File: src/rtl/core/pwros_pkg.sv
// Shared types and constants for the padded window row offset sum block.
`timescale 1ns / 1ps

package pwros_pkg;

   // Default sizing, handed to the top level's parameters
   localparam int DEF_MAX_HEIGHT         = 32;
   localparam int DEF_MAX_WIDTH          = 32;
   localparam int DEF_NUM_GROUPS         = 8;
   localparam int DEF_CHANNELS_PER_GROUP = 8;
   localparam int DEF_MAX_KERNEL         = 7;

   // Address space of the image store never exceeds 16 bits
   localparam int STORE_LIMIT = 65536;

   // Field widths
   localparam int DIM_W    = 6;
   localparam int KER_W    = 3;
   localparam int STRIDE_W = 3;
   localparam int PAD_W    = 2;
   localparam int ACT_W    = 8;
   localparam int POS_W    = 6;
   localparam int GRP_W    = 3;
   localparam int SUM_W    = 17;
   localparam int CSR_IDX_W = 3;
   localparam int CSR_DAT_W = 8;
   localparam int REQ_DATA_W = 24;
   localparam int RSP_DATA_W = 32;

   // Signed window coordinate: position times stride, minus padding
   localparam int HI_W = POS_W + STRIDE_W + 1;

   localparam logic [SUM_W-1:0] SUM_MAX = '1;

   typedef enum logic [CSR_IDX_W-1:0] {
      CSR_IN_HEIGHT     = 3'd0,
      CSR_IN_WIDTH      = 3'd1,
      CSR_KERNEL_HEIGHT = 3'd2,
      CSR_KERNEL_WIDTH  = 3'd3,
      CSR_STRIDE        = 3'd4,
      CSR_PAD_ROWS      = 3'd5,
      CSR_PAD_COLS      = 3'd6,
      CSR_ZERO_POINT    = 3'd7
   } csr_index_type;

   typedef enum logic {
      OP_LOAD    = 1'b0,
      OP_COMPUTE = 1'b1
   } opcode_type;

   typedef enum logic [2:0] {
      ST_IDLE,
      ST_LOAD_LIM,
      ST_LOAD_PTR,
      ST_WALK,
      ST_DRAIN,
      ST_DONE
   } top_state_type;

   typedef enum logic [1:0] {
      W_IDLE,
      W_SETUP_B,
      W_SETUP_C,
      W_WALK
   } walk_state_type;

   // Clamped window geometry seen by the tap walker
   typedef struct packed {
      logic [DIM_W-1:0]    h_img;
      logic [DIM_W-1:0]    w_img;
      logic [KER_W-1:0]    kh;
      logic [KER_W-1:0]    kw;
      logic [STRIDE_W-1:0] stride;
      logic [PAD_W-1:0]    pad_rows;
      logic [PAD_W-1:0]    pad_cols;
   } win_cfg_type;

   // Per-cycle tap status from the walker
   typedef struct packed {
      logic valid;
      logic in_image;
      logic done;
   } tap_status_type;

endpackage

File: src/rtl/core/pwros_walker.sv
// Tap walker: sets up the window origin and steps one store address per cycle.
`timescale 1ns / 1ps

module pwros_walker #(
   parameter int NUM_GROUPS         = pwros_pkg::DEF_NUM_GROUPS,
   parameter int CHANNELS_PER_GROUP = pwros_pkg::DEF_CHANNELS_PER_GROUP,
   parameter int ADDR_W             = 16
) (
   input  logic                                clock,
   input  logic                                reset,
   input  logic                                start,
   input  logic [pwros_pkg::POS_W-1:0]         orow,
   input  logic [pwros_pkg::POS_W-1:0]         ocol,
   input  logic [pwros_pkg::GRP_W-1:0]         grp,
   input  pwros_pkg::win_cfg_type              cfg,
   output pwros_pkg::tap_status_type           tap,
   output logic [ADDR_W-1:0]                   tap_addr
);
   import pwros_pkg::*;

   localparam int GC    = NUM_GROUPS * CHANNELS_PER_GROUP;
   localparam int CH_W  = (CHANNELS_PER_GROUP > 1) ? $clog2(CHANNELS_PER_GROUP) : 1;
   localparam int PIX_W = HI_W + DIM_W + 2;
   localparam int GRP_SPAN = (1 << GRP_W) - 1;
   localparam logic [ADDR_W-1:0] GC_A    = ADDR_W'(GC);
   localparam logic [ADDR_W-1:0] CH_A    = ADDR_W'(CHANNELS_PER_GROUP);
   localparam logic [CH_W-1:0]   CH_LAST = CH_W'(CHANNELS_PER_GROUP - 1);

   walk_state_type state_ff, state_in;

   logic signed [HI_W-1:0] hi0_ff, wi0_ff, hi_ff, wi_ff;
   logic signed [HI_W-1:0] hi0_in, wi0_in;
   logic [GRP_W-1:0]       g_ff, g_mod;
   logic [ADDR_W-1:0]      pix_ff, row_step_ff, row_addr_ff, col_addr_ff, addr_ff;
   logic [ADDR_W-1:0]      base_addr, next_col_addr, next_row_addr;
   logic [KER_W-1:0]       r_ff, s_ff;
   logic [CH_W-1:0]        c_ff;
   logic [POS_W+STRIDE_W-1:0] row_prod, col_prod;
   logic signed [PIX_W-1:0]   pix_full;
   logic in_image, last_chan, last_col, last_row, last_tap, empty;

   // Window origin: position times stride minus padding
   assign row_prod = orow * cfg.stride;
   assign col_prod = ocol * cfg.stride;
   assign hi0_in = $signed({1'b0, row_prod}) - $signed({{(HI_W-PAD_W){1'b0}}, cfg.pad_rows});
   assign wi0_in = $signed({1'b0, col_prod}) - $signed({{(HI_W-PAD_W){1'b0}}, cfg.pad_cols});

   // Fold the group index into range
   always_comb begin
      g_mod = grp;
      for (int k = 0; k < GRP_SPAN; k++) begin
         if (int'(g_mod) >= NUM_GROUPS) begin
            g_mod = g_mod - GRP_W'(NUM_GROUPS);
         end
      end
   end

   // Origin pixel index, wraps with the store address
   assign pix_full = PIX_W'(hi0_ff) * PIX_W'($signed({1'b0, cfg.w_img})) + PIX_W'(wi0_ff);
   assign base_addr     = pix_ff * GC_A + ADDR_W'(g_ff) * CH_A;
   assign next_col_addr = col_addr_ff + GC_A;
   assign next_row_addr = row_addr_ff + row_step_ff;

   // Tap position tests
   assign in_image = !hi_ff[HI_W-1] && !wi_ff[HI_W-1]
                && (hi_ff[HI_W-2:0] < {{(HI_W-1-DIM_W){1'b0}}, cfg.h_img})
                && (wi_ff[HI_W-2:0] < {{(HI_W-1-DIM_W){1'b0}}, cfg.w_img});
   assign last_chan = (c_ff == CH_LAST);
   assign last_col  = (s_ff == cfg.kw - KER_W'(1));
   assign last_row  = (r_ff == cfg.kh - KER_W'(1));
   assign last_tap  = last_chan && last_col && last_row;
   assign empty     = (cfg.kh == '0) || (cfg.kw == '0);

   // Next state
   always_comb begin
      state_in = state_ff;
      unique case (state_ff)
         W_IDLE:    if (start) state_in = W_SETUP_B;
         W_SETUP_B: state_in = W_SETUP_C;
         W_SETUP_C: state_in = empty ? W_IDLE : W_WALK;
         W_WALK:    if (last_tap) state_in = W_IDLE;
      endcase
   end

   // Outputs
   always_comb begin
      tap.valid    = (state_ff == W_WALK);
      tap.in_image = in_image;
      tap.done     = ((state_ff == W_WALK) && last_tap) || ((state_ff == W_SETUP_C) && empty);
      tap_addr     = addr_ff;
   end

   always_ff @(posedge clock) begin
      if (reset) begin
         state_ff <= W_IDLE;
      end else begin
         state_ff <= state_in;
      end
   end

   // Setup and address stepping
   always_ff @(posedge clock) begin
      unique case (state_ff)
         W_IDLE: begin
            if (start) begin
               hi0_ff <= hi0_in;
               wi0_ff <= wi0_in;
               g_ff   <= g_mod;
            end
         end
         W_SETUP_B: begin
            pix_ff      <= ADDR_W'(pix_full);
            row_step_ff <= ADDR_W'(cfg.w_img) * GC_A;
         end
         W_SETUP_C: begin
            row_addr_ff <= base_addr;
            col_addr_ff <= base_addr;
            addr_ff     <= base_addr;
            hi_ff       <= hi0_ff;
            wi_ff       <= wi0_ff;
            r_ff        <= '0;
            s_ff        <= '0;
            c_ff        <= '0;
         end
         W_WALK: begin
            priority if (!last_chan) begin
               c_ff    <= c_ff + CH_W'(1);
               addr_ff <= addr_ff + ADDR_W'(1);
            end else if (!last_col) begin
               c_ff        <= '0;
               s_ff        <= s_ff + KER_W'(1);
               wi_ff       <= wi_ff + HI_W'(1);
               col_addr_ff <= next_col_addr;
               addr_ff     <= next_col_addr;
            end else if (!last_row) begin
               c_ff        <= '0;
               s_ff        <= '0;
               r_ff        <= r_ff + KER_W'(1);
               hi_ff       <= hi_ff + HI_W'(1);
               wi_ff       <= wi0_ff;
               row_addr_ff <= next_row_addr;
               col_addr_ff <= next_row_addr;
               addr_ff     <= next_row_addr;
            end else begin
               c_ff <= c_ff;
            end
         end
      endcase
   end

endmodule

File: config.mk
export PLATFORM = sky130hd
export DESIGN_NAME = pwros_walker
export DESIGN_NICKNAME = d
export VERILOG_FILES = /design/src/rtl/core/pwros_pkg.sv /design/src/rtl/core/pwros_walker.sv
export SDC_FILE = /design/constraint.sdc
export NUM_CORES = 1
export LEC_CHECK = 0
export ABC_AREA = 1
export BUFFER_PORTS_ARGS = -buffer_cell sky130_fd_sc_hd__buf_2
export CAP_MARGIN = 15
export CELL_PAD_IN_SITES_DETAIL_PLACEMENT = 1
export CELL_PAD_IN_SITES_GLOBAL_PLACEMENT = 1
export CORE_MARGIN = 3
export CORE_UTILIZATION = 47
export CTS_CLUSTER_DIAMETER = 50
export DETAILED_ROUTE_END_ITERATION = 6
export GPL_TIMING_DRIVEN = 0
export PLACE_DENSITY = 0.93
export SETUP_SLACK_MARGIN = 0.4
export SYNTH_ARGS = -nofsm -noshare
export SYNTH_HDL_FRONTEND = slang
export SYNTH_SLANG_ARGS = --single-unit
File: constraint.sdc
create_clock -name clock -period 5.2 [get_ports clock]
set_input_delay 1.04 -clock clock [delete_from_list [all_inputs] [get_ports clock]]
set_output_delay 1.04 -clock clock [all_outputs]
set_load 0.02 [all_outputs]
==> summary.md <==
| Metric | Value |
|---|---|
| Synthesis Warnings | 0 |
| Area Overhead vs Synth | 14.1% |
| Slowest Stage Delay on Critical Path | about 0.58 ns |
| Die area | around 21000 sq um |
| Sw power | between 2 and 2.5 mW |
| Final hold vios | 0 |
| Adder-Cell Fraction of Synth Area | approximately a fifth |
| Dpl ws | 0.0344 ns |
| Die Y | about 150 microns |
| WS Path Type | in2reg |
| Worst Skew | around 0.012 ns |
| Max-slew violations | 0 |
| Mux cell area share after synthesis | 0% |
| CTS tree | yes |
| Max transition margin | roughly a quarter |
| Initial antenna violation count | 0 |
| Clock latency on the worst-skew pair | roughly 0.45 ns |
| Sequential power share | ~29% |
| RSZ-0062 raised after global routing | no |
| Max FO, Critical Path | 9 |
| Tmin final | 4.71 ns |
| Post-CTS Setup Repair Bufs | 0 |
| Flop-to-flop setup slack | about 0.83 ns |
| Wire per inst | about 21 microns |
| Core ar. | approximately 19000 sq um |
| Combinational power share | around half |
| Main combinational cell family by area after synthesis | simple AND/OR/NAND/NOR gates |
| Worst R2R Path Depth | 15 |
| Root Driver | clkbuf_16 |
| Fillers | between 2000 and 2500 |
| Vias after detailed routing | around 8200 |
| Crit end category | register |
| Clock share of power | between 20 and 25% |
| Max Cap Viol | 0 |
| Max clock buf depth | 2 |
| Synthesized Nets | 1251 |
| Mapped Cells | 1084 |
| Lkg Pwr | roughly 5.1 nW |
| Via density | 5.71 |
| Port Buffers | 61 |
| Number of I/O pins | 62 |
| Pint | roughly 2.9 mW |
| CP startpoint kind | input port |
| Core Util, Final | 55.3% |
| Synth area leader | edfxtp_1 |
| Nets | ~1300 |
| Met1 Use GR | between 30% and 40% |
| Share of cells above drive strength 1 | between 10% and 20% |
| Vias in the first global route | 9154 |
| Setup violators final | 0 |
| Slowest cell on the critical path | fa_1 |
| Register area | ~3400 sq um |
| Arrival @ worst endpoint | just under 5 ns |
| PwrDens | ~480 nW/um^2 |
| Global-route wire length before repair | approximately 48000 microns |
| Post-synthesis sequential area ratio | between 30% and 40% |
| Total Wirelength | 30100 microns |
| Initial core utilization | about half |
| Synth Area per Inst | ~8.4 sq um |
| CTS clk-pin slew, worst paths | 0.06 ns |
| Footprint of the multi-input gates | between 4000 and 5000 sq um |
| Htree depth | 4 |
| Tightest Pin Transition | ~1.1 ns |
| DR pass1 iterations | 5 |
| Maximum VDD drop | between 0.2 and 0.3 mV |
| Synth Register Bits | 115 |
| Status | complete, no violations |
| Remaining antenna violation count | 0 |
| Post-synthesis simple-gate area fraction | a little over a fifth |
| Fmax | 212 MHz |
| PnR worst setup slack | 0.493 ns |
| GR Overflow Total | 0 |
| DRC violations left | 0 |
| Min-Delay Path Class | reg2reg |
| Synth Area in XOR/XNOR | 4.40% |
| Largest net degree at the start of global routing | 18 |
| Placer Congestion | about 0.86 |
| Period Utilization, post-route | between 90 and 100% |
| Site row count | 50 |
| Worst path cell trace | buf_2 -> clkbuf_4 -> nand2_1 -> fa_1 -> inv_1 -> ha_1 -> inv_1 -> fa_1 -> fa_1 -> inv_1 -> ha_1 -> nand2_1 -> o21ai_2 -> a21oi_1 -> nor2_1 -> nor2_1 -> xnor2_1 |
| Antenna diodes | 0 |
| Gr usage total | 28.9% |
| Top cell type's share of synthesized area | between 30% and 40% |
| Final HPWL DP | about 21000 microns |
| Ranking of synthesized cells by area | edfxtp_1 (37%), ha_1 (11%), nand2_1 (11%) |
| Top Usage Layer GRT | met2 |
| Met3 usage | 6.82% |
| Synth cell types | between 40 and 50 |
| Starting DRT DRC Count | 474 |
| Hold depth | 1 |
| Sw Share | approximately 43% |
| Req. time, crit path | 5.39 ns |
| Complex-gate fraction of the synthesized area | 7.06% |
| CTS sink cnt | approximately 120 |
| Die width | between 100 and 150 microns |
| Grt met2 use | roughly 53% |
| Cell Area, Synth | between 9000 and 10000 sq um |
| Clock buffer count from CTS | 17 |
through the flow:
stage | hold WS, ns | power (mW) | instances | setup TNS (ns) | instance area, sq um
floorplan | 0.518 | 2.94 | 1084 | 0 | 9160
global route | 0.617 | 5.31 | 1443 | 0 | 10500
detailed placement | 0.602 | 3.65 | 1411 | 0 | 9880
global placement | 0.558 | 3.33 | 1405 | -17.88 | 9790
CTS | 0.599 | 4.92 | 1443 | 0 | 10400
finish | 0.601 | 5.04 | 1443 | 0 | 10500
worst paths after layout:
check	startpoint	endpoint
max reg2reg	hi0_ff[2]	pix_ff[8]
min reg2reg	c_ff[0]	c_ff[0]
max	cfg[15]	pix_ff[8]
min	c_ff[0]	c_ff[0]
cell families (layout without fill, tap and decap cells):
group | after synthesis | after routing
flops | 115 | 115
fa+ha+maj | 124 | 124
compound gates | 116 | 116
buf+inv | 231 | 330
simple gates | 452 | 452
xor+xnor | 46 | 46
area by class of cell:
type                    count  area share (%)
plain buffers              19            1.14
clock buffers              18            4.11
clock inverters            14            1.10
inverters                 212            7.66
multi-input cells         738            46.4
flip-flops and latches    115            32.9
well taps                 260            3.11
repair buffers             67            3.60
cell usage after synthesis (all sizes together):
cell type / instances
nand2: 278
inv: 211
edfxtp: 113
ha: 84
nor2: 71
nand3: 65
o21ai: 49
a21oi: 42
fa: 40
xor2: 29
xnor2: 17
buf: 12
nand4: 11
nor3: 11
clkbuf: 7
o211ai: 7
or2: 7
a21boi: 5
nand3b: 5
o21bai: 4
nor4: 3
a21o: 2
a31oi: 2
dfxtp: 2
o22ai: 2
o31ai: 2
clkinv: 1
nor3b: 1
o221ai: 1
power groups by stage:
stage / Combinational (mW) / Clock, mW / Sequential, mW
finish: 2.46 / 1.13 / 1.44
global route: 2.69 / 1.17 / 1.46
CTS: 2.35 / 1.13 / 1.44
detailed placement: 2.19 / 0 / 1.45
global placement: 1.89 / 0 / 1.44
floorplan: 1.52 / 0 / 1.42
sequential cells by signal (all words and copies together) (netlist names), 6 cells and up:
name         flops
col_addr_ff     16
hi_ff           10
row_step_ff      6
tap_addr        16
row_addr_ff     13
wi0_ff          10
hi0_ff          10
wi_ff           10
pix_ff          10
per-layer routing:
metal  vias up  routed length (microns)
li1       3673                        -
met2       393                    15700
met5         -                        0
met1      4032                    10800
met3       142                     2040
met4         0                     1550
worst max-delay path, delay by kind of cell:
family,cells,cell delay (ns)
fa+ha+maj,5,2.36
simple gates,4,0.52
compound gates,2,0.29
xor+xnor,1,0.13
buf+inv,5,0.57
cell usage in the layout (no fill, tap or decap), types with 4 or more instances in the layout:
cell type   count
clkinvlp_4      5
xor2_1         29
fa_1           40
a21oi_2         4
inv_2           4
nor3_1          9
xnor2_1        17
edfxtp_1      113
ha_1           83
clkbuf_1        8
inv_1         207
nor2_2          5
clkbuf_16      17
o211ai_1        7
nor2_1         66
buf_2          66
o21bai_1        4
nand3b_1        5
buf_6           7
nand2_1       276
or2_1           4
nand4_1        11
o21ai_1        21
a21oi_1        38
nand3_1        63
o21ai_0        26
what timing repair did:
action                                  CTS  global route
resized for setup                         2             7
hold buffers                              0             0
endpoints found under the setup margin    2             2
No activity file was read; power rests on OpenSTA's default activity.
